$ cat src/rtl/hng_pkg.sv
// Shared types and constants of the heightmap normal generator.
package hng_pkg;

   localparam int MaxWidth   = 1024;
   localparam int ColBits    = 10;
   localparam int RowBits    = 12;
   localparam int SampleBits = 16;

   localparam logic [10:0] WIDTH_MAX  = 11'd1024;
   localparam logic [12:0] COUNT_MAX  = 13'd4096;
   localparam logic [10:0] WIDTH_RST  = 11'd256;
   localparam logic [12:0] COUNT_RST  = 13'd256;

   // Configuration register indexes.
   localparam logic [1:0] REG_ROW_WIDTH = 2'd0;
   localparam logic [1:0] REG_ROW_COUNT = 2'd1;

   // The constant 2.0 in units of 2^-8, and its square.
   localparam logic [15:0] Y_TERM    = 16'd512;
   localparam logic [33:0] Y_TERM_SQ = 34'd262144;

   typedef struct packed {
      logic [SampleBits-1:0] hl;
      logic [SampleBits-1:0] hr;
      logic [SampleBits-1:0] hd;
      logic [SampleBits-1:0] hu;
      logic [ColBits-1:0]    col;
      logic [RowBits-1:0]    row;
      logic                  run_last;
      logic                  frame_last;
   } job_type;

   typedef struct packed {
      logic signed [15:0] normal_x;
      logic [14:0]        normal_y;
      logic signed [15:0] normal_z;
      logic [ColBits-1:0] pixel_col;
      logic [RowBits-1:0] pixel_row;
      logic               run_last;
      logic               frame_last;
   } result_type;

endpackage

$ cat src/rtl/hng_mag.sv
// Iterative unit: rounded m * 2^14 / sqrt(s) by long division and square root.
module hng_mag (
   input  logic        clock,
   input  logic        reset,
   input  logic        start,
   input  logic [15:0] m,
   input  logic [33:0] s,
   output logic        done,
   output logic [14:0] q
);
   localparam logic [2:0] M_IDLE = 3'd0;
   localparam logic [2:0] M_MUL  = 3'd1;
   localparam logic [2:0] M_DIV  = 3'd2;
   localparam logic [2:0] M_SQRT = 3'd3;
   localparam logic [2:0] M_DONE = 3'd4;

   logic [2:0]  state_ff, state_in;
   logic [4:0]  cnt_ff, cnt_in;
   logic [15:0] m_ff;
   logic [33:0] s_ff;
   logic        lsb_ff;
   logic [33:0] rem_ff;
   logic [30:0] quo_ff;
   logic [31:0] x_ff;
   logic [15:0] root_ff;
   logic [19:0] srem_ff;

   logic [31:0] prod;
   logic [34:0] sh, diff;
   logic        div_ge;
   logic [19:0] t, trial;
   logic        sq_ge;
   logic [16:0] qsum;

   assign prod   = m_ff * m_ff;
   assign sh     = {rem_ff, (cnt_ff == 5'd0) ? lsb_ff : 1'b0};
   assign diff   = sh - {1'b0, s_ff};
   assign div_ge = (sh >= {1'b0, s_ff});
   assign t      = {srem_ff[17:0], x_ff[31:30]};
   assign trial  = {2'b00, root_ff, 2'b01};
   assign sq_ge  = (t >= trial);
   assign qsum   = {1'b0, root_ff} + 17'd1;
   assign q      = qsum[15:1];
   assign done   = (state_ff == M_DONE);

   always_comb begin
      state_in = state_ff;
      cnt_in   = cnt_ff;
      case (state_ff)
         M_IDLE: if (start) state_in = M_MUL;
         M_MUL: begin
            state_in = M_DIV;
            cnt_in   = 5'd0;
         end
         M_DIV: begin
            cnt_in = cnt_ff + 5'd1;
            if (cnt_ff == 5'd30) begin
               state_in = M_SQRT;
               cnt_in   = 5'd0;
            end
         end
         M_SQRT: begin
            cnt_in = cnt_ff + 5'd1;
            if (cnt_ff == 5'd15) state_in = M_DONE;
         end
         M_DONE:  state_in = M_IDLE;
         default: state_in = M_IDLE;
      endcase
   end

   always_ff @(posedge clock) begin
      if (reset) begin
         state_ff <= M_IDLE;
         cnt_ff   <= 5'd0;
      end else begin
         state_ff <= state_in;
         cnt_ff   <= cnt_in;
      end
   end

   always_ff @(posedge clock) begin
      case (state_ff)
         M_IDLE: begin
            if (start) begin
               m_ff <= m;
               s_ff <= s;
            end
         end
         M_MUL: begin
            // The dividend m^2 * 2^30 starts with its upper bits already in place.
            rem_ff <= {3'b000, prod[31:1]};
            lsb_ff <= prod[0];
            quo_ff <= '0;
         end
         M_DIV: begin
            rem_ff <= div_ge ? diff[33:0] : sh[33:0];
            quo_ff <= {quo_ff[29:0], div_ge};
            if (cnt_ff == 5'd30) begin
               x_ff    <= {1'b0, quo_ff[29:0], div_ge};
               root_ff <= '0;
               srem_ff <= '0;
            end
         end
         M_SQRT: begin
            srem_ff <= sq_ge ? t - trial : t;
            root_ff <= {root_ff[14:0], sq_ge};
            x_ff    <= {x_ff[29:0], 2'b00};
         end
         default: ;
      endcase
   end

endmodule

$ cat src/rtl/hng_back.sv
// Back end: forms the gradient vector of a job and normalizes its components.
module hng_back (
   input  logic                clock,
   input  logic                reset,
   output logic                job_pop,
   input  hng_pkg::job_type    job_data,
   input  logic                job_empty,
   output logic                rsp_valid,
   output hng_pkg::result_type rsp_data,
   input  logic                rsp_take
);
   import hng_pkg::*;

   localparam logic [2:0] B_IDLE  = 3'd0;
   localparam logic [2:0] B_DIFF  = 3'd1;
   localparam logic [2:0] B_SQX   = 3'd2;
   localparam logic [2:0] B_SUM   = 3'd3;
   localparam logic [2:0] B_START = 3'd4;
   localparam logic [2:0] B_WAIT  = 3'd5;
   localparam logic [2:0] B_OUT   = 3'd6;

   logic [2:0]  state_ff, state_in;
   logic [1:0]  comp_ff, comp_in;
   logic        valid_ff, valid_in;

   job_type            job_ff;
   logic signed [16:0] dx_ff, dz_ff;
   logic [31:0]        sqx_ff;
   logic [33:0]        s_ff;
   logic [14:0]        qx_ff, qy_ff, qz_ff;
   result_type         out_ff;

   logic [15:0] mx, mz, mag_m;
   logic [31:0] mz_sq;
   logic        mag_done;
   logic [14:0] mag_q;
   logic [16:0] dx_abs, dz_abs;

   assign dx_abs = dx_ff[16] ? -dx_ff : dx_ff;
   assign dz_abs = dz_ff[16] ? -dz_ff : dz_ff;
   assign mx     = dx_abs[15:0];
   assign mz     = dz_abs[15:0];
   assign mz_sq  = mz * mz;

   always_comb begin
      case (comp_ff)
         2'd0:    mag_m = mx;
         2'd1:    mag_m = Y_TERM;
         default: mag_m = mz;
      endcase
   end

   hng_mag u_mag (
      .clock (clock),
      .reset (reset),
      .start (state_ff == B_START),
      .m     (mag_m),
      .s     (s_ff),
      .done  (mag_done),
      .q     (mag_q)
   );

   assign job_pop   = (state_ff == B_IDLE) && !job_empty;
   assign rsp_valid = valid_ff;
   assign rsp_data  = out_ff;

   always_comb begin
      state_in = state_ff;
      comp_in  = comp_ff;
      valid_in = valid_ff && !rsp_take;
      case (state_ff)
         B_IDLE:  if (!job_empty) state_in = B_DIFF;
         B_DIFF:  state_in = B_SQX;
         B_SQX:   state_in = B_SUM;
         B_SUM: begin
            state_in = B_START;
            comp_in  = 2'd0;
         end
         B_START: state_in = B_WAIT;
         B_WAIT: begin
            if (mag_done) begin
               if (comp_ff == 2'd2) begin
                  state_in = B_OUT;
               end else begin
                  comp_in  = comp_ff + 2'd1;
                  state_in = B_START;
               end
            end
         end
         B_OUT: begin
            if (!valid_ff) begin
               valid_in = 1'b1;
               state_in = B_IDLE;
            end
         end
         default: state_in = B_IDLE;
      endcase
   end

   always_ff @(posedge clock) begin
      if (reset) begin
         state_ff <= B_IDLE;
         comp_ff  <= 2'd0;
         valid_ff <= 1'b0;
      end else begin
         state_ff <= state_in;
         comp_ff  <= comp_in;
         valid_ff <= valid_in;
      end
   end

   always_ff @(posedge clock) begin
      if (job_pop) job_ff <= job_data;
      if (state_ff == B_DIFF) begin
         dx_ff <= $signed({1'b0, job_ff.hl}) - $signed({1'b0, job_ff.hr});
         dz_ff <= $signed({1'b0, job_ff.hd}) - $signed({1'b0, job_ff.hu});
      end
      if (state_ff == B_SQX) sqx_ff <= mx * mx;
      if (state_ff == B_SUM) s_ff <= {2'b00, sqx_ff} + {2'b00, mz_sq} + Y_TERM_SQ;
      if (state_ff == B_WAIT && mag_done) begin
         case (comp_ff)
            2'd0:    qx_ff <= mag_q;
            2'd1:    qy_ff <= mag_q;
            default: qz_ff <= mag_q;
         endcase
      end
      if (state_ff == B_OUT && !valid_ff) begin
         out_ff.normal_x   <= dx_ff[16] ? -$signed({1'b0, qx_ff}) : $signed({1'b0, qx_ff});
         out_ff.normal_y   <= qy_ff;
         out_ff.normal_z   <= dz_ff[16] ? -$signed({1'b0, qz_ff}) : $signed({1'b0, qz_ff});
         out_ff.pixel_col  <= job_ff.col;
         out_ff.pixel_row  <= job_ff.row;
         out_ff.run_last   <= job_ff.run_last;
         out_ff.frame_last <= job_ff.frame_last;
      end
   end

endmodule

$ cat config.mk
export PLATFORM = sky130hd
export DESIGN_NAME = hng_back
export DESIGN_NICKNAME = d
export VERILOG_FILES = /design/src/rtl/hng_pkg.sv /design/src/rtl/hng_mag.sv /design/src/rtl/hng_back.sv
export SDC_FILE = /design/constraint.sdc
export NUM_CORES = 2
export LEC_CHECK = 0
export ABC_AREA = 1
export BUFFER_PORTS_ARGS = -buffer_cell sky130_fd_sc_hd__buf_2
export CORE_MARGIN = 2
export CORE_UTILIZATION = 53
export DETAILED_ROUTE_END_ITERATION = 16
export GPL_TIMING_DRIVEN = 0
export PLACE_DENSITY = 0.7
export RECOVER_POWER = 100
export SYNTH_ARGS = -nofsm -noshare
export SYNTH_HDL_FRONTEND = slang
export SYNTH_HIERARCHICAL = 1
export SYNTH_SLANG_ARGS = --single-unit
$ cat constraint.sdc
create_clock -name clock -period 21.1 [get_ports clock]
set_input_delay 1.055 -clock clock [delete_from_list [all_inputs] [get_ports clock]]
set_output_delay 1.055 -clock clock [all_outputs]
set_load 0.02 [all_outputs]
Yosys cells after proc, flatten, opt, wreduce, memory -nomap -nowiden
Index checks and enable logic that the tools add are counted.
- register bits after elaboration: 499
- bits in latches: 0
- memories kept: 0
- word-level logic and storage cells: 133
- memory bits (writable): 0
- bits of input ports: 92
- ROM bits: 0
- reductions and logical operators: 24
- divide/modulo/power cells: 0
- bitwise gates (word level): 1
- multipliers: 3
- shift operators: 0
- add/sub/neg operators: 13
- magnitude comparators: 2
- multiplexer cells: 32
- equality and inequality tests: 21
- operators with widths (kind ; number):
    16-bit by 16-bit multiplier with 32-bit output ; 3
    34-bit one-hot mux with 2 select lines ; 1
    16-bit one-hot mux with 2 select lines ; 2
    32-bit one-hot mux with 2 select lines ; 1
    30-bit one-hot mux with 2 select lines ; 1
    16-bit 2-to-1 mux ; 3
    18-bit 2-to-1 mux ; 2
    18-bit one-hot mux with 2 select lines ; 1
    35-bit by 34-bit >= comparator with 1-bit output ; 1
    33-bit by 19-bit adder with 34-bit output, second input constant ; 1
    34-bit 2-to-1 mux ; 1
    16-bit by 16-bit subtractor with 17-bit output ; 2
    34-bit subtractor ; 1
    32-bit by 32-bit adder with 33-bit output ; 1
    32-bit 2-to-1 mux ; 1
    15-bit negator with 16-bit output ; 2
    16-bit negator ; 2
    15-bit 2-to-1 mux ; 2
    3-bit one-hot mux with 7 select lines ; 1
    20-bit by 18-bit >= comparator with 1-bit output ; 1
    3-bit 2-to-1 mux ; 6
    18-bit subtractor ; 1
    16-bit by 1-bit adder with 16-bit output, second input constant ; 1
    5-bit one-hot mux with 3 select lines ; 1
    other kinds (27) ; 57

Longest topological paths before layout
- word-level depth: 5
- depth in mapped cells: 36
- gate-level depth less buffers: 35

Modules after synthesis
Netlist, hierarchy kept.
- modules (own cells, without submodules) (module ; cells each ; area each (sq um) ; times used ; sequential area each (sq um)):
    hng_back ; 3080 ; 29094.2 ; 1 ; 9218.8
    hng_mag ; 2429 ; 19281.0 ; 1 ; 5595.4

Worst setup path after synthesis
Ideal clock, no wire load.
- path type: input-to-output
- from: input port job_empty
- to: output port job_pop
- stages: 1
- slack: 10.150 ns
- path buffers: 0
- arrival: 9.895 ns
- cells stage by stage: nor4_1
- longest elaborated chain between the ends: 2
- ends and longest elaborated chain (what ; RTL line ; source):
    from (decl) ; hng_back.sv:7 ; input logic job_empty,
    1-bit logical NOT ; -- ;
    1-bit logical AND ; hng_back.sv:63 ; assign job_pop = (state_ff == B_IDLE) && !job_empty;
    to (decl) ; hng_back.sv:5 ; output logic job_pop,
Every way passes these cells.

Worst setup path after layout
- from: register dx_ff[0]
- to: register sqx_ff[29], data pin
- longest elaborated chain between the ends: 3
- ends and longest elaborated chain (what ; RTL line ; source):
    from (decl) ; hng_back.sv:27 ; logic signed [16:0] dx_ff, dz_ff;
    from (signal assigned) ; hng_back.sv:115 ; dx_ff <= $signed({1'b0, job_ff.hl}) - $signed({1'b0, job_ff.hr});
    16-bit negator ; hng_back.sv:39 ; assign dx_abs = dx_ff[16] ? -dx_ff : dx_ff;
    16-bit 2-to-1 mux * ; hng_back.sv:39 ;
    16-bit by 16-bit multiplier with 32-bit output * ; hng_back.sv:118 ; if (state_ff == B_SQX) sqx_ff <= mx * mx;
    to (signal assigned) ; hng_back.sv:118 ;
    to (decl) ; hng_back.sv:28 ; logic [31:0] sqx_ff;
Every way passes the cells marked *; elsewhere a longest branch is shown, timed or not.
A chain may end at the register's enable or synchronous reset.

==> impl_metrics.py <==
metrics = {
    "run_status": {
        "status": "complete, but fails checks",
        "violations": "max-capacitance violations, max-slew violations",
    },
    "yosys": {
        "syn_avg_cell_area_um2": 8.781,
        "synth_top_area_share_pct": 30.04,
        "ys_seq_area_share_pct": 30.62,
        "synth_area_leaders": "edfxtp_1, fa_1, ha_1, inv_1, nand2_1",
        "yosys.area.top_type": "edfxtp_1",
        "synth_flop_cell": "edfxtp_1",
        "synth_warnings": 6,
        "synth_cells": 5509,
        "syn_nets": 6537,
        "synthArstFlopShare_pct": 0,
        "ys_ff_latch": 498,
        "post_synth_num_cell_types": 58,
        "syn_area_um2": 48380,
        "synth-edff-count": 484,
    },
    "critical_path": {
        "critPathArrivalTime_ps": 10910,
        "r2r_end": "sqx_ff[29]",
        "crit_top_cell": "fa_1",
        "critical_path.max_fanout": 11,
        "crit_path_top_delay_cell": "clkinvlp_2",
        "rrSetupSlack_ps": 10540,
        "critPathLaunchType": "register",
        "ff2ff_path_depth": 28,
        "cp-end-kind": "register",
        "crit_path_max_incr_delay_ps": 1180,
        "worstReg2RegStart": "dx_ff[0]",
        "path_class": "register to register",
        "crit_required_ps": 21440,
    },
    "floorplanning": {
        "core_um2": 90290,
        "fp.dieArea_um2": 93710,
        "initial_core_util_pct": 53.58,
        "die-width_um": 306.1,
        "rows": 110,
        "ioPinCount": 165,
        "chipHeight_um": 306.1,
    },
    "routing": {
        "dr.pass1.iters": 8,
        "ant_nets": 0,
        "m1WireLength_mm": 51.26,
        "vias": 36120,
        "routed.top_layer": "met4",
        "wl_met2_mm": 56.58,
        "post-route-drc-count": 0,
        "dr_wl_met3_mm": 6.380,
        "wl_per_cell_um": 16.95,
        "drt-initial-drc-count": 2433,
        "viasPerCell": 5.173,
        "drt_wl_total_mm": 118.3,
    },
    "placed_design": {
        "io_buffers": 164,
        "hpwl_mm": 98.02,
        "gp_congestion": 0.9638,
    },
    "timing": {
        "hold_violations": 0,
        "relSlewSlack_pct": -105.2,
        "tightest_slew_ps": 3046,
        "period_share_pct": 50.05,
        "rsz0062_at_grt": "false",
        "fin_setup_tns_ps": 0,
        "maxSlewViolCount": 162,
        "fin_crit_ps": 10560,
        "finalClockSkew_ps": 42.97,
        "setup-violations-final": 0,
        "fmax_mhz": 94.68,
    },
    "finish": {
        "fill_cells": 8185,
        "drive_gt1_share_pct": 4.704,
        "fin_nets": 6788,
        "syn_to_final_growth_pct": 7.935,
        "multi_input_area_um2": 27810,
        "regArea_um2": 14810,
    },
    "min_path": {
        "holdPathEnd": "u_mag/s_ff[1]",
        "hold_depth": 0,
        "hold_class": "register to register",
        "hold_start": "s_ff[1]",
    },
    "global_routing": {
        "grt_antenna_before_repair": 1,
        "grt_pass1_vias": 36100,
        "grt_max_degree": 47,
        "track_usage_pct": 25.60,
        "grt-ovfl-total": 0,
        "grt_pass1_wl_mm": 189.3,
    },
    "clock_network": {
        "clockRootBuffer": "clkbuf_16",
        "cts_max_path_buffers": 3,
        "cts_hold_buf": 0,
        "cts_resized": 0,
        "cts_buffers": 52,
        "ctsHtreeMaxLevel": 2,
        "cts_num_sinks": 498,
        "clk_latency_ps": 630,
        "clkTransAtPathRegs_ps": 70,
        "postCtsSetupRepairBufs": 0,
        "cts_tree": "done",
    },
    "run": {
        "drv_cap": 7,
    },
}
placed cells by master, fill, tap and decap left out, types with 102 or more instances in the layout:
master    Yosys  layout
a21oi_1     202     202
buf_2        21     102
clkbuf_1     46     186
edfxtp_1    484     484
fa_1        524     524
ha_1        412     412
inv_1      1332    1342
nand2_1    1157    1164
nand3_1     205     207
nor2_1      421     425
o21ai_0     157     160
worst max-delay path: cells and delay by family, from the launching register on:
| kind | cells | cell delay [ps] |
|---|---|---|
| compound gates | 2 | 600 |
| xor+xnor | 1 | 1120 |
| fa+ha+maj | 8 | 3810 |
| buf+inv | 7 | 2690 |
| flops | 1 | 500 |
| simple gates | 10 | 1560 |
stage by stage:
step	std cells	instance area [um2]	utilization (%)	setup slack, ps	hold slack, ps
CTS	6979	52800	58.48	12580	406.7
detailed placement	6882	51110	56.61	12580	404.5
floorplan	5509	48380	-	10150	400.3
global route	6980	52210	57.83	10220	408.2
global placement	6849	50670	56.12	5903	400.2
finish	6982	52210	57.83	10540	405.8
cells by family (layout without fill, tap and decap cells):
family	after synthesis	count (layout)	share of synthesized area [%]
AOI/OAI and AO/OA	447	447	5.020
xor gates and xnor gates	145	145	2.664
adders and majority gates	936	936	32.34
buffers and inverters	1461	1755	11.62
DFF	498	498	30.62
other	1	4	0.007752
and+or+nand+nor	2021	2021	17.73
final cells by class:
| class | count | area share (%) |
|---|---|---|
| antenna | 3 | 0.01438 |
| buffer | 91 | 0.8076 |
| clock buffer | 72 | 2.732 |
| clock inverter | 25 | 0.5056 |
| inverter | 1370 | 9.851 |
| multi-input combinational | 3550 | 53.27 |
| sequential | 498 | 28.37 |
| tap | 1176 | 2.818 |
| timing repair buffer | 197 | 1.632 |
worst max path at each step:
stage / from / to / slack, ps
after floorplan: job_empty / job_pop / 10150
after global placement: job_empty / job_pop / 5900
after detailed placement: dz_ff[0] / s_ff[25] / 12580
after CTS: dz_ff[0] / s_ff[25] / 12580
after global routing: dx_ff[0] / sqx_ff[29] / 10220
final: dx_ff[0] / sqx_ff[29] / 10540
routing by layer:
layer / vias to the layer above / global-route usage (%)
met5: - / 0
li1: 17530 / -
met1: 17410 / 34.85
met2: 992 / 43.17
met4: 0 / 8.539
met3: 194 / 2.544
cell usage after synthesis (6+ instances only):
| cell type | count |
|---|---|
| ha_1 | 412 |
| nand2_2 | 23 |
| nand3b_1 | 45 |
| or2_2 | 10 |
| nor2_1 | 421 |
| nand2_1 | 1157 |
| o21ai_0 | 157 |
| edfxtp_1 | 484 |
| inv_1 | 1332 |
| fa_1 | 524 |
| buf_1 | 8 |
| o22ai_1 | 12 |
| o21ai_1 | 10 |
| clkbuf_1 | 46 |
| xor2_1 | 95 |
| nand3_1 | 205 |
| buf_4 | 7 |
| buf_6 | 7 |
| a31oi_1 | 7 |
| a21o_1 | 15 |
| clkinv_1 | 6 |
| xnor2_1 | 49 |
| o21bai_1 | 14 |
| nor3_1 | 57 |
| dfxtp_1 | 14 |
| a21oi_1 | 202 |
| buf_2 | 21 |
| o21a_1 | 9 |
| inv_2 | 31 |
| nand4_1 | 35 |
| nor4_1 | 8 |
| nor2_4 | 9 |
| nor2_2 | 19 |
flip-flops by register name (all words and copies together), names as in the netlist, 5 cells and up:
signal,count
u_mag/rem_ff,34
qx_ff,15
job_ff,88
dx_ff,17
u_mag/cnt_ff,5
u_mag/s_ff,34
qz_ff,15
s_ff,34
u_mag/m_ff,16
u_mag/x_ff,32
u_mag/quo_ff,30
rsp_data,71
sqx_ff,31
u_mag/root_ff,16
dz_ff,17
qy_ff,15
u_mag/srem_ff,18
Power is not shown: default switching activity piles up to over one toggle a cycle in this logic, so the estimate is an artifact.
