--- config.mk ---
export PLATFORM = sky130hd
export DESIGN_NAME = hng_jobq
export DESIGN_NICKNAME = d
export VERILOG_FILES = /design/src/rtl/hng_pkg.sv /design/src/rtl/hng_jobq.sv
export SDC_FILE = /design/constraint.sdc
export NUM_CORES = 1
export LEC_CHECK = 0
export ABC_CLOCK_PERIOD_IN_PS = 5600
export BUFFER_PORTS_ARGS = -buffer_cell sky130_fd_sc_hd__buf_2
export CAP_MARGIN = 25
export CORE_ASPECT_RATIO = 1.5
export CORE_MARGIN = 3
export CORE_UTILIZATION = 45
export CTS_CLUSTER_SIZE = 8
export DETAILED_ROUTE_END_ITERATION = 7
export PLACE_DENSITY = 0.7
export SLEW_MARGIN = 20
export SYNTH_ARGS = -nofsm -noshare
export SYNTH_HDL_FRONTEND = slang
export SYNTH_SLANG_ARGS = --single-unit
--- constraint.sdc ---
create_clock -name clock -period 5.6 [get_ports clock]
set_input_delay 0.56 -clock clock [delete_from_list [all_inputs] [get_ports clock]]
set_output_delay 0.56 -clock clock [all_outputs]
set_load 0.05 [all_outputs]
--- src/rtl/hng_pkg.sv ---
// Shared types and constants of the heightmap normal generator.
package hng_pkg;

   localparam int MaxWidth   = 1024;
   localparam int ColBits    = 10;
   localparam int RowBits    = 12;
   localparam int SampleBits = 16;

   localparam logic [10:0] WIDTH_MAX  = 11'd1024;
   localparam logic [12:0] COUNT_MAX  = 13'd4096;
   localparam logic [10:0] WIDTH_RST  = 11'd256;
   localparam logic [12:0] COUNT_RST  = 13'd256;

   // Configuration register indexes.
   localparam logic [1:0] REG_ROW_WIDTH = 2'd0;
   localparam logic [1:0] REG_ROW_COUNT = 2'd1;

   // The constant 2.0 in units of 2^-8, and its square.
   localparam logic [15:0] Y_TERM    = 16'd512;
   localparam logic [33:0] Y_TERM_SQ = 34'd262144;

   typedef struct packed {
      logic [SampleBits-1:0] hl;
      logic [SampleBits-1:0] hr;
      logic [SampleBits-1:0] hd;
      logic [SampleBits-1:0] hu;
      logic [ColBits-1:0]    col;
      logic [RowBits-1:0]    row;
      logic                  run_last;
      logic                  frame_last;
   } job_type;

   typedef struct packed {
      logic signed [15:0] normal_x;
      logic [14:0]        normal_y;
      logic signed [15:0] normal_z;
      logic [ColBits-1:0] pixel_col;
      logic [RowBits-1:0] pixel_row;
      logic               run_last;
      logic               frame_last;
   } result_type;

endpackage

--- src/rtl/hng_jobq.sv ---
// Four-entry queue of normal jobs between the front and back ends.
module hng_jobq (
   input  logic             clock,
   input  logic             reset,
   input  logic             push,
   input  hng_pkg::job_type push_data,
   output logic             full,
   input  logic             pop,
   output hng_pkg::job_type pop_data,
   output logic             empty
);
   import hng_pkg::*;

   job_type    slot_ff [4];
   logic [1:0] wr_ff, wr_in, rd_ff, rd_in;
   logic [2:0] cnt_ff, cnt_in;
   logic       do_push, do_pop;

   assign full     = (cnt_ff == 3'd4);
   assign empty    = (cnt_ff == 3'd0);
   assign do_push  = push && !full;
   assign do_pop   = pop && !empty;
   assign pop_data = slot_ff[rd_ff];

   always_comb begin
      wr_in  = do_push ? wr_ff + 2'd1 : wr_ff;
      rd_in  = do_pop ? rd_ff + 2'd1 : rd_ff;
      cnt_in = cnt_ff + {2'd0, do_push} - {2'd0, do_pop};
   end

   always_ff @(posedge clock) begin
      if (do_push) slot_ff[wr_ff] <= push_data;
   end

   always_ff @(posedge clock) begin
      if (reset) begin
         wr_ff  <= 2'd0;
         rd_ff  <= 2'd0;
         cnt_ff <= 3'd0;
      end else begin
         wr_ff  <= wr_in;
         rd_ff  <= rd_in;
         cnt_ff <= cnt_in;
      end
   end

endmodule

; Yosys cells after proc, flatten, opt, wreduce, memory -nomap -nowiden
; Memory sizes are Yosys's and may differ from the RTL's. A register that Yosys moved wholly into a read port is not among the register bits.
; Cells that the tools add are included.
[totals]
ff_bits = 7
latch_bits = 0
ramBits = 352
romBits = 0
in_bits = 92
mem_count = 1
[classes]
add_sub_neg = 4
multipliers = 0
div_mod_pow = 0
n_lt_le_gt_ge = 0
eq_ne = 1
shifts = 0
muxes = 4
n_bitwise = 0
n_reduce_logical = 5
[mem_list]
columns = name, depth, width, rd, rd_ports_with_merged_regs, write_ports, line
row1 = slot_ff, 4, 88, 1, 1, 1, hng_jobq.sv:14  ; job_type slot_ff [4];
[ops]
columns = op, n
row1 = $add A2 B1 Y2 const B, 2
row2 = $mux W2, 2
row3 = $add A3 B1 Y3, 1
row4 = $eq A3 B3 Y1 const B, 1
row5 = $logic_not A3 Y1, 1
row6 = $sub A3 B1 Y3, 1
row7 = $logic_and A1 B1 Y1, 2
row8 = $logic_not A1 Y1, 2
row9 = $mux W1, 2

; Longest topological paths before layout
; Gate-level depths: netlist of run 1.
[logic_depth]
ltp_word = 5
depth_mapped = 10
depth_no_buf = 10

; Worst setup path before layout of run 1
; No wires, ideal clock.
[synth_path]
path_kind = register to register
start = reg cnt_ff[2]
end = mem slot_ff[0][0] in the netlist's numbering, enable pin
setup_ps = 652
arrival_ps = 3110
slack_ps = 1838
stages_incl_launch_ff = 4
n_path_buf = 0
synth_period_minus_slack_ps = 3762
path_cell_list = dfxtp_1 -> nor3b_1 -> nor2_1 -> and2_1
[synth_via]
elab_chain_len = 5
[synth_rtl]
columns = element, line
row1 = from (decl), hng_jobq.sv:16  ; logic [2:0] cnt_ff, cnt_in;
row2 = from (signal assigned), hng_jobq.sv:43  ; cnt_ff <= cnt_in;
row3 = $eq A3 B3 Y1, hng_jobq.sv:19  ; assign full = (cnt_ff == 3'd4);
row4 = via full, hng_jobq.sv:7  ; output logic full,
row5 = $logic_not A1 Y1, hng_jobq.sv:21  ; assign do_push = push && !full;
row6 = $logic_and A1 B1 Y1, hng_jobq.sv:21
row7 = $mux W1, hng_jobq.sv:32  ; if (do_push) slot_ff[wr_ff] <= push_data;
row8 = $mux W1 (implied by the code), hng_jobq.sv:32
row9 = to (decl), hng_jobq.sv:14
; The timed path passes the listed nets, and every way through them passes these cells.

==> run metrics, run 1 <==
crit path capture type=output port; number of antenna violations at the first check in global routing=1; placed wire-length estimate after detailed placement=14.8 mm; via total after detailed routing=roughly 5900; Sequential Power Share=0.404; total placed instance area=14500 µm²; most used standard cell by instance count after synthesis=sky130_fd_sc_hd__edfxtp_1; sequential element share of the synthesized area=0.817; reported leakage power=5.34 nW; critical-path cell with the highest stage delay=sky130_fd_sc_hd__dfxtp_4; cell count after synthesis=approximately 510; class of the tightest hold or removal check=primary input to flip-flop; Buffers on Ports=181; commonest register cell after synthesis=sky130_fd_sc_hd__edfxtp_1; tightest slew margin relative to the limit=0.396; biggest area contributors in the synthesized netlist=sky130_fd_sc_hd__edfxtp_1 (80%), sky130_fd_sc_hd__mux4_2 (15%), sky130_fd_sc_hd__dfxtp_1 (1.4%), sky130_fd_sc_hd__ha_1 (0.57%), sky130_fd_sc_hd__buf_2 (0.38%); TritonCTS clock tree=yes; Die Width=~150 µm; remaining antenna violation count after routing=0; final design utilization=0.554; pins over their slew limit=0; placer's final routability congestion estimate=0.690; number of nets in the synthesized netlist=just over 600; maximum number of pins on one net before global-route repair=60; setup violation total in the final timing report=0; vias per inst=approximately 5.2; wire length of the first global-routing pass=39.2 mm; switching power=around 2.7 mW; path type of the worst setup path=flip-flop to output port; final hold slack=between 200 and 250 ps; max incr delay on CP=between 700 and 800 ps; final hold vios=0; total negative setup slack=0 ps; path depth of the worst reg2reg path=4; unrepaired setup endpoints after global routing=no; floorplan die area=31400 µm²; achievable clock frequency=roughly 310 MHz; worst path arrival time=2660 ps; number of buffers inserted during clock tree synthesis=just over 50; Post-Layout Inst Area=15900 µm²; Clk network pwr share=0.321; Worst Skew=roughly 23 ps; number of cells on the worst hold path=1; synthesized flop and latch total=between 300 and 400; clock transition at the registers of the reported paths=50 ps; first-pass detailed-route iteration total=4; # resized after CTS=0; GRT Overall Usage=0.162; remaining routing DRC violations=0; share of total power in combinational logic=0.275; Top Ports=about 180; Sw Share=0.326; pwr/cell area=roughly 530 nW/µm²; hold_buf cts=0; number of flops mapped to enable cells by yosys=352; Crit Path Max Fanout=51; maximum root-to-sink buffer count=3; Min-Delay Startpoint=push_data[24]; number of sinks driven by the clock tree=between 300 and 400; worst flop-to-flop path startpoint=cnt_ff[1]; Internal Power=approximately 5.7 mW; via count of the first global-routing pass=6862; share of layout cells above drive strength 1=0.446; clock root buffer=sky130_fd_sc_hd__clkbuf_16; mean routed wirelength per cell=between 20 and 25 µm; worst-skew pair later-pin latency=550 ps; aggregate routed wire length=about 25 mm; level count of the clock H-tree=2; required time at the worst-slack endpoint=5040 ps; final critical-path required period=~3200 ps; portion of the clock cycle consumed by the worst path in the final layout=0.575; First DRT Iteration DRCs=280; Hold EP=slot_ff[3][24]; most frequent cells after synthesis=sky130_fd_sc_hd__edfxtp_1 (352), sky130_fd_sc_hd__mux4_2 (88), sky130_fd_sc_hd__buf_2 (10), sky130_fd_sc_hd__dfxtp_1 (9), sky130_fd_sc_hd__inv_1 (8); synthesized cell area=13200 µm²; fraction of registers with async set/reset=0; remaining global-route overflow=0; end of the worst register-to-register path=slot_ff[1][79]; startpoint types=flip-flop; post-CTS setup buffer count=0; die extent in y=approximately 220 µm; Peak supply drop=0.350 mV; max-cap viol count=0; slew at the pin closest to its max-slew limit=between 900 and 1000 ps; synthesis warning total=0; run status=complete, no violations; synthesized area per cell=25.7 µm²; portion of synthesized cell area occupied by the leading cell type=0.804; Placeable Area=28700 µm²; number of distinct library cell variants in the gate-level netlist after synthesis=25; R2R setup slack=between 2000 and 3000 ps; Layout Nets=829; post-synthesis to final-layout area growth=20.9%; initial standard-cell utilization of the core=0.458; Pwr Total=roughly 8.4 mW; cells along the critical path=buf_4 > mux4_2 > buf_2; standard-cell row count=between 70 and 80; top cell type by total area after synthesis=sky130_fd_sc_hd__edfxtp_1
## state kept, by name, summed over array words and instances (netlist names), named ones only
name,flops
slot_ff,352
cnt_ff,3
rd_ff,2
wr_ff,2
## through the flow
| stage | setup WS [ps] | instances |
|---|---|---|
| 2_1_floorplan | 1840 | 511 |
| 3_3_place_gp | 2790 | 1067 |
| 3_5_place_dp | 2680 | 1067 |
| 4_1_cts | 2260 | 1141 |
| 5_1_grt | 2170 | 1142 |
| 6_report | 2380 | 1142 |
## power by group through the flow
stage                     clock [mW]  sequential (mW)  combinational [mW]
after floorplan                    0             3.36                1.92
after global placement             0             3.43                2.32
after detailed placement           0             3.45                2.35
after CTS                       2.76             3.40                2.36
after global routing            2.87             3.42                2.42
final                           2.69             3.39                2.31
## critical path, delay by kind of cell (launching register included)
kind                   cells  cell delay [ps]
DFF                        1              720
muxes                      1              420
buffers and inverters      2              920
## per-layer routing
layer | global-route usage | vias to the layer above | wire length, µm
met4 | 0.0640 | 0 | 743
met3 | 0.0332 | 54 | 1050
li1 | - | 2607 | -
met2 | 0.296 | 168 | 14000
met1 | 0.187 | 3108 | 9100
met5 | 0 | - | 0
## area by class of cell
type | count | area, µm²
fillers | 2184 | 12800
flip-flops and latches | 361 | 10800
multi-input cells | 121 | 2240
clock buffers | 73 | 1400
repair buffers | 187 | 963
well taps | 390 | 488
inverters | 8 | 30.0
clock inverters | 1 | 8.76
diodes | 1 | 2.50
## layout by cell type (no fill, tap or decap)
cell type and count:
sky130_fd_sc_hd__diode_2 1, sky130_fd_sc_hd__fa_1 1, sky130_fd_sc_hd__o21ai_0 2, sky130_fd_sc_hd__xnor2_1 2, sky130_fd_sc_hd__ha_1 6, sky130_fd_sc_hd__nor2b_1 2
sky130_fd_sc_hd__o31ai_1 1, sky130_fd_sc_hd__nor2_1 4, sky130_fd_sc_hd__nand2b_1 2, sky130_fd_sc_hd__nand2_1 1, sky130_fd_sc_hd__clkbuf_16 53, sky130_fd_sc_hd__or3_1 2
sky130_fd_sc_hd__nor3_1 1, sky130_fd_sc_hd__mux2i_1 1, sky130_fd_sc_hd__clkinv_4 1, sky130_fd_sc_hd__buf_2 181, sky130_fd_sc_hd__buf_4 5, sky130_fd_sc_hd__nor3b_1 1
sky130_fd_sc_hd__dfxtp_4 2, sky130_fd_sc_hd__edfxtp_1 352, sky130_fd_sc_hd__inv_1 8, sky130_fd_sc_hd__and2_4 4, sky130_fd_sc_hd__a21oi_1 2, sky130_fd_sc_hd__clkbuf_1 20
sky130_fd_sc_hd__mux4_2 88, sky130_fd_sc_hd__buf_12 1, sky130_fd_sc_hd__dfxtp_1 7, sky130_fd_sc_hd__xor2_1 1
## worst max-delay path by stage
stage,startpoint,endpoint,slack [ps],cells past startpoint
floorplan,cnt_ff[2],slot_ff[0][0],1840,3
global placement,push,slot_ff[2][71],2790,5
detailed placement,push,slot_ff[1][73],2680,5
CTS,flip-flop,pop_data[2],2260,3
global route,flip-flop,pop_data[52],2170,3
finish,flip-flop,pop_data[82],2380,3
## logic make-up (layout without fill, tap and decap cells)
family / Yosys count / in the layout / share of synthesized area
compound gates: 5 / 5 / 0.00209
xor+xnor: 3 / 3 / 0.00200
fa+ha+maj: 7 / 7 / 0.00723
buf+inv: 29 / 269 / 0.0127
flops: 361 / 361 / 0.817
mux: 89 / 89 / 0.151
other cells: 0 / 1 / 0
simple gates: 17 / 17 / 0.00713
No activity file was read; power rests on OpenSTA's default activity.
==> run 2, diff against run 1 <==
--- a/config.mk
+++ b/config.mk
@@ -5,7 +5,8 @@
 export SDC_FILE = /design/constraint.sdc
 export NUM_CORES = 1
 export LEC_CHECK = 0
-export ABC_CLOCK_PERIOD_IN_PS = 5600
+export ABC_AREA = 1
+export ABC_CLOCK_PERIOD_IN_PS = 2800
 export BUFFER_PORTS_ARGS = -buffer_cell sky130_fd_sc_hd__buf_2
 export CAP_MARGIN = 25
 export CORE_ASPECT_RATIO = 1.5
@@ -13,7 +14,7 @@
 export CORE_UTILIZATION = 45
 export CTS_CLUSTER_SIZE = 8
 export DETAILED_ROUTE_END_ITERATION = 7
-export PLACE_DENSITY = 0.7
+export PLACE_DENSITY = 0.72
 export SLEW_MARGIN = 20
 export SYNTH_ARGS = -nofsm -noshare
 export SYNTH_HDL_FRONTEND = slang
==> constraint.sdc (replaced) <==
create_clock -name clock -period 2.8 [get_ports clock]
set_input_delay 0.28 -clock clock [delete_from_list [all_inputs] [get_ports clock]]
set_output_delay 0.28 -clock clock [all_outputs]
set_load 0.05 [all_outputs]
==> run 2 against run 1 <==
Compared with the run above: hold slack got worse by 180 ps; utilization grew 3.0 points; cell count rose by 43%; global-route usage is 2.0 points higher; register-to-register slack got worse by 2300 ps; non-clock buffer count rose by 100; sequential power is 100% higher; highest routed layer is now met5.
==> run metrics, run 2 <==
synthesized flop and latch total=361 (unchanged); share of layout cells above drive strength 1=0.211 (-0.236); Worst Skew=14.3 ps (-8.52 ps); setup violation total in the final timing report=0 (unchanged); synthesized area per cell=14.7 µm² (-43%); cells along the critical path=inv_6 > buf_12 > o21ai_0 > o22ai_1 > buf_2; mean routed wirelength per cell=18.5 µm (-15%); number of nets in the synthesized netlist=1018 (+67%); achievable clock frequency=386 MHz; Top Ports=182 (unchanged); worst-skew pair later-pin latency=540 ps (about the same); required time at the worst-slack endpoint=2520 ps (-2520 ps); pwr/cell area=1010 nW/µm² (+92%); synthesis warning total=0 (unchanged); tightest slew margin relative to the limit=0.526 (+0.130); Die Width=147 µm (+1.3%); clock transition at the registers of the reported paths=50 ps (about the same); total placed instance area=14800 µm² (+2.4%); via total after detailed routing=8573 (+44%); first-pass detailed-route iteration total=4 (unchanged); remaining routing DRC violations=0 (unchanged); most frequent cells in the layout=sky130_fd_sc_hd__edfxtp_1 (352), sky130_fd_sc_hd__nor2_1 (186), sky130_fd_sc_hd__buf_2 (181), sky130_fd_sc_hd__o21ai_0 (121), sky130_fd_sc_hd__dlygate4sd3_1 (89); final critical-path required period=2590 ps; floorplan die area=32200 µm² (+2.6%); worst path arrival time=2310 ps (-350 ps); Peak supply drop=1.18 mV (+240%); Filler Cells Inserted=2279 (+4.3%); post-synthesis to final-layout area growth=27.5%; most frequent cells after synthesis=sky130_fd_sc_hd__edfxtp_1 (352), sky130_fd_sc_hd__nor2_1 (190), sky130_fd_sc_hd__o21ai_0 (121), sky130_fd_sc_hd__o22ai_1 (88), sky130_fd_sc_hd__o21ai_1 (55); post-layout worst setup margin=212 ps (-2170 ps); Crit Path Max Fanout=50 (-2.0%); placer's final routability congestion estimate=0.787 (+14%); pins over their slew limit=0 (unchanged); startpoint types=flip-flop; dpl cells=1455 (+36%); Placeable Area=29500 µm² (+2.7%); number of sinks driven by the clock tree=361 (unchanged); flip-flop count of the largest register, all copies and words added=352 (unchanged); remaining antenna violation count after routing=0 (unchanged); TritonCTS clock tree=yes; max incr delay on CP=460 ps (-260 ps); final hold vios=0 (unchanged); most used standard cell by instance count after synthesis=sky130_fd_sc_hd__edfxtp_1; GRT Overall Usage=0.181 (+0.0195); Pwr Total=17.4 mW (+110%); via count of the first global-routing pass=8694 (+27%); critical-path cell with the highest stage delay=sky130_fd_sc_hd__dfxtp_4; aggregate routed wire length=30.3 mm (+22%); wire length of the first global-routing pass=45.3 mm (+15%); slew at the pin closest to its max-slew limit=710 ps (-195 ps); flip-flop and latch area=10800 µm² (about the same); Post-Layout Inst Area=17200 µm² (+8.3%); level count of the clock H-tree=2 (unchanged); placed wire-length estimate after detailed placement=15.7 mm (+6.1%); crit path capture type=output port; remaining global-route overflow=0 (unchanged); most common library cell in the layout ignoring fill and taps=sky130_fd_sc_hd__edfxtp_1; setup slack after placement=554 ps (-2130 ps); vias per inst=5.25 (+0.92%); standard-cell row count=77 (+1.3%); unrepaired setup endpoints after global routing=no; Buffers on Ports=181 (unchanged); max-cap viol count=0 (unchanged); top cell type by total area after synthesis=sky130_fd_sc_hd__edfxtp_1; die extent in y=218 µm (+1.3%); portion of synthesized cell area occupied by the leading cell type=0.783 (-0.0207); post-route insts no fill=1634 (+43%); sequential element share of the synthesized area=0.796 (-0.0211); Multi-input gate area=2360 µm² (+5.1%); reported leakage power=6.12 nW (+15%); biggest area contributors in the synthesized netlist=sky130_fd_sc_hd__edfxtp_1 (78%), sky130_fd_sc_hd__nor2_1 (5.3%), sky130_fd_sc_hd__o21ai_0 (4.5%), sky130_fd_sc_hd__o22ai_1 (4.1%), sky130_fd_sc_hd__o21ai_1 (2.0%); number of buffers inserted during clock tree synthesis=51 (unchanged); clock root buffer=sky130_fd_sc_hd__clkbuf_16; portion of the clock cycle consumed by the worst path in the final layout=0.924; number of flops mapped to enable cells by yosys=352 (unchanged); initial standard-cell utilization of the core=0.458 (about the same); commonest register cell after synthesis=sky130_fd_sc_hd__edfxtp_1; cell count after synthesis=919 (+80%); class of the tightest hold or removal check=primary input to flip-flop; number of distinct library cell variants in the gate-level netlist after synthesis=20 (-20%); number of antenna violations at the first check in global routing=5 (+4); maximum number of pins on one net before global-route repair=89 (+48%); Largest Register=slot_ff; largest registers=slot_ff: 352 flops, cnt_ff: 3 flops; run status=complete, no violations; maximum root-to-sink buffer count=3 (unchanged); final design utilization=0.584 (+0.0303); Layout Nets=1302 (+57%); fraction of registers with async set/reset=0 (unchanged); First DRT Iteration DRCs=522 (+86%); path type of the worst setup path=flip-flop to output port; synthesized cell area=13500 µm² (+2.6%)
==> run 2: cell count changes in the layout (fill, tap and decap cells not counted), sizes merged, moves of 11 or more <==
cell	delta
buf	+11
clkbuf	+11
dlygate4sd3	+89
inv	+12
mux4	-88
nand2	+11
nor2	+186
o21ai	+174
o22ai	+88
==> run 2: critical path: cells and delay by family (launching register included) <==
kind | cells | cell delay, ps
AOI/OAI and AO/OA | 2 | 330
buffers and inverters | 3 | 910
DFF | 1 | 460
==> run 2: final cells by class <==
| cell class | instances | area share |
|---|---|---|
| Multi-Input combinational cell | 482 | 0.137 |
| Clock inverter | 1 | 0.000509 |
| Clock buffer | 84 | 0.0838 |
| Sequential cell | 361 | 0.625 |
| Timing Repair Buffer | 287 | 0.120 |
| Tap cell | 395 | 0.0287 |
| Antenna cell | 4 | 0.000582 |
| Inverter | 20 | 0.00465 |
==> run 2: kinds of logic (layout without fill, tap and decap cells) <==
logic type,after synthesis,after routing,share of synthesized area
buffers and inverters,76,392,0.0311
AO/OA/AOI/OAI,269,269,0.108
other,0,4,0
adder cells (fa/ha/maj),7,7,0.00704
flip-flops,361,361,0.796
AND/OR/NAND/NOR,206,206,0.0576
==> run 2: repair_timing <==
action,in CTS,in global routing
hold buffers,89,0
endpoints found under the setup margin,1,3
hold endpoints to repair,354,0
buffers inserted,0,1
cloned,0,0
resized for setup,2,0
==> run 2: worst paths after layout <==
check | start | end | slack (ps) | cells past startpoint
worst min register to register | rd_ff[0] | rd_ff[0] | 510 | 2
worst max register to register | cnt_ff[1] | cnt_ff[2] | 610 | 9
worst min-delay path | pop | rd_ff[0] | 50 | 3
worst max-delay path | flip-flop | pop_data[11] | 210 | 5
==> run 2: stage by stage <==
step | hold WS [ps] | setup TNS, ps
floorplan | 351 | -219130
global placement | 466 | 0
detailed placement | 482 | 0
CTS | 22.8 | 0
global route | 59.6 | 0
finish | 52.4 | 0
==> run 2: where the power goes <==
| group | internal, mW | switching (mW) | total, mW |
|---|---|---|---|
| combinational | 1.18 | 4.01 | 5.19 |
| clock | 3.45 | 2.04 | 5.49 |
| sequential | 6.59 | 0.177 | 6.77 |
==> run 2: metal layers <==
layer | track usage | routed length, µm | vias up
met5 | 0 | 33 | -
met1 | 0.203 | 11700 | 4223
met4 | 0.0833 | 1080 | 6
li1 | - | - | 4038
met3 | 0.0336 | 1370 | 74
met2 | 0.334 | 16100 | 232
==> run 3, diff against run 2 <==
--- a/config.mk
+++ b/config.mk
@@ -6,15 +6,16 @@
 export NUM_CORES = 1
 export LEC_CHECK = 0
 export ABC_AREA = 1
-export ABC_CLOCK_PERIOD_IN_PS = 2800
 export BUFFER_PORTS_ARGS = -buffer_cell sky130_fd_sc_hd__buf_2
 export CAP_MARGIN = 25
+export CELL_PAD_IN_SITES_DETAIL_PLACEMENT = 2
+export CELL_PAD_IN_SITES_GLOBAL_PLACEMENT = 2
 export CORE_ASPECT_RATIO = 1.5
 export CORE_MARGIN = 3
-export CORE_UTILIZATION = 45
+export CORE_UTILIZATION = 36
 export CTS_CLUSTER_SIZE = 8
 export DETAILED_ROUTE_END_ITERATION = 7
-export PLACE_DENSITY = 0.72
+export PLACE_DENSITY = 0.79
 export SLEW_MARGIN = 20
 export SYNTH_ARGS = -nofsm -noshare
 export SYNTH_HDL_FRONTEND = slang
==> run 3 against run 2 <==
Compared with the run above: hold slack better by 16 ps; critical path depth stayed put; setup slack worse by 67 ps; count of clock-buffer cells in the layout is 12 lower; non-clock buffer count is 11 higher; sequential share of layout area is 0.69 points lower; sequential cell count stayed put; register-to-register slack worse by 20 ps; die area is 24% higher; utilization is 11 points lower; via count is 4.3% higher; critical endpoint unchanged; largest cell class unchanged; highest routed layer unchanged.
==> run metrics, run 3 (synthesis results as in run 2) <==
run status=complete, no violations; First DRT Iteration DRCs=582 (+11%); most frequent cells in the layout=sky130_fd_sc_hd__edfxtp_1 (352), sky130_fd_sc_hd__nor2_1 (186), sky130_fd_sc_hd__buf_2 (181), sky130_fd_sc_hd__o21ai_0 (121), sky130_fd_sc_hd__dlygate4sd3_1 (89); initial standard-cell utilization of the core=0.366 (-0.0922); final hold vios=0 (unchanged); floorplan die area=39900 µm² (+24%); via total after detailed routing=8941 (+4.3%); first-pass detailed-route iteration total=5 (+1); clock transition at the registers of the reported paths=50 ps (about the same); remaining global-route overflow=0 (unchanged); placer's final routability congestion estimate=0.726 (-7.8%); Buffers on Ports=181 (unchanged); via count of the first global-routing pass=10313 (+19%); Multi-input gate area=2360 µm² (unchanged); end of the worst register-to-register path=cnt_ff[2]; path type of the worst setup path=flip-flop to output port; remaining routing DRC violations=0 (unchanged); number of buffers inserted during clock tree synthesis=51 (unchanged); Crit Path Max Fanout=60 (+20%); final critical-path required period=2650 ps (+66.8 ps); max-cap viol count=0 (unchanged); portion of the clock cycle consumed by the worst path in the final layout=0.948 (+0.0239); Peak supply drop=0.746 mV (-37%); setup slack after placement=579 ps (+25.0 ps); Placeable Area=36900 µm² (+25%); post-layout worst setup margin=146 ps (-66.8 ps); post-route insts no fill=1722 (+5.4%); TritonCTS clock tree=yes; number of sinks driven by the clock tree=361 (unchanged); Top Ports=182 (unchanged); wire length of the first global-routing pass=61.5 mm (+36%); required time at the worst-slack endpoint=2520 ps (about the same); worst path arrival time=2370 ps (+60 ps); mean routed wirelength per cell=23.7 µm (+28%); number of antenna violations at the first check in global routing=6 (+1); clock root buffer=sky130_fd_sc_hd__clkbuf_16; Layout Nets=1313 (+0.84%); class of the tightest hold or removal check=primary input to flip-flop; vias per inst=5.19 (-1.0%); achievable clock frequency=377 MHz (-2.5%); Filler Cells Inserted=3540 (+55%); Worst Skew=16.8 ps (+2.53 ps); unrepaired setup endpoints after global routing=no; most common library cell in the layout ignoring fill and taps=sky130_fd_sc_hd__edfxtp_1; dpl cells=1555 (+6.9%); crit path capture type=output port; startpoint types=flip-flop; maximum number of pins on one net before global-route repair=87 (-2.2%); worst flop-to-flop path startpoint=cnt_ff[1]; setup violation total in the final timing report=0 (unchanged); placed wire-length estimate after detailed placement=23.3 mm (+48%); flip-flop count of the largest register, all copies and words added=352 (unchanged); pwr/cell area=1020 nW/µm² (+1.0%); tightest slew margin relative to the limit=0.619 (+0.0929); worst-skew pair later-pin latency=550 ps (about the same); Min-Delay Startpoint=pop; post-synthesis to final-layout area growth=28.9%; standard-cell row count=86 (+12%); reported leakage power=6.16 nW (+0.74%); Largest Register=slot_ff; slew at the pin closest to its max-slew limit=570 ps (-141 ps); pins over their slew limit=0 (unchanged); Die Width=164 µm (+11%); GRT Overall Usage=0.203 (+0.0216); number of cells on the worst hold path=3 (unchanged); R2R setup slack=590 ps (-20 ps); maximum root-to-sink buffer count=3 (unchanged); aggregate routed wire length=40.8 mm (+35%); path depth of the worst reg2reg path=9 (unchanged); Pwr Total=17.8 mW (+2.2%); level count of the clock H-tree=2 (unchanged); flip-flop and latch area=10800 µm² (unchanged); largest registers=slot_ff: 352 flops, cnt_ff: 3 flops; share of layout cells above drive strength 1=0.220 (+0.00908); die extent in y=243 µm (+11%); remaining antenna violation count after routing=0 (unchanged)
[run 3: changes by cell type in the layout (fill, tap and decap cells not counted)]
cell	previous run	this run
sky130_fd_sc_hd__clkbuf_1	31	19
sky130_fd_sc_hd__buf_4	6	14
sky130_fd_sc_hd__buf_12	9	12
sky130_fd_sc_hd__buf_6	1	0
sky130_fd_sc_hd__buf_8	0	1
sky130_fd_sc_hd__inv_6	1	0
sky130_fd_sc_hd__inv_8	0	1
[run 3: critical path, stage by stage, from the launching register on]
cell,delay (ps)
sky130_fd_sc_hd__dfxtp_4,440
sky130_fd_sc_hd__inv_8,290
sky130_fd_sc_hd__buf_12,290
sky130_fd_sc_hd__o21ai_0,170
sky130_fd_sc_hd__o22ai_1,250
sky130_fd_sc_hd__buf_2,320
[run 3: power by group]
part / internal [mW] / switching (mW) / total [mW]
sequential: 6.59 / 0.217 / 6.81
clock: 3.39 / 2.15 / 5.54
combinational: 1.23 / 4.25 / 5.47
total: 11.2 / 6.62 / 17.8
[run 3: timing repair]
action,in CTS,in global routing
setup endpoints to repair,1,14
hold buffers,89,0
setup buffers,0,1
resized for setup,1,1
hold endpoints to repair,354,0
[run 3: worst max-delay path by stage]
| stage | endpoint | slack (ps) | cells after the start |
|---|---|---|---|
| floorplan | slot_ff[0][0] | -620 | 4 |
| global placement | cnt_ff[2] | 650 | 9 |
| detailed placement | cnt_ff[2] | 580 | 9 |
| CTS | pop_data[23] | 20 | 4 |
| global route | pop_data[11] | 10 | 5 |
| finish | pop_data[11] | 150 | 5 |
[run 3: cell type report]
type,instances,share of cell area
diodes,4,0.000575
clock buffers,72,0.0803
clock inverters,1,0.000503
inverters,20,0.00474
multi-input cells,482,0.136
flip-flops and latches,361,0.618
well taps,484,0.0348
repair buffers,298,0.126
[run 3: metrics by stage]
stage | setup TNS [ps] | hold slack (ps) | utilization | cell area (µm²)
2_1_floorplan | -219130 | 351 | - | 13500
3_3_place_gp | 0 | 459 | 0.408 | 15100
3_5_place_dp | 0 | 480 | 0.408 | 15100
4_1_cts | 0 | 40.7 | 0.471 | 17400
5_1_grt | 0 | 65.1 | 0.471 | 17400
6_report | 0 | 68.6 | 0.472 | 17400
[run 3: routing by layer]
layer | vias up | share of wire | GRT usage
met5 | - | 0.00044 | 0
met4 | 4 | 0.033 | 0.0774
met3 | 96 | 0.037 | 0.0377
met2 | 223 | 0.55 | 0.378
met1 | 4583 | 0.38 | 0.226
li1 | 4035 | - | -
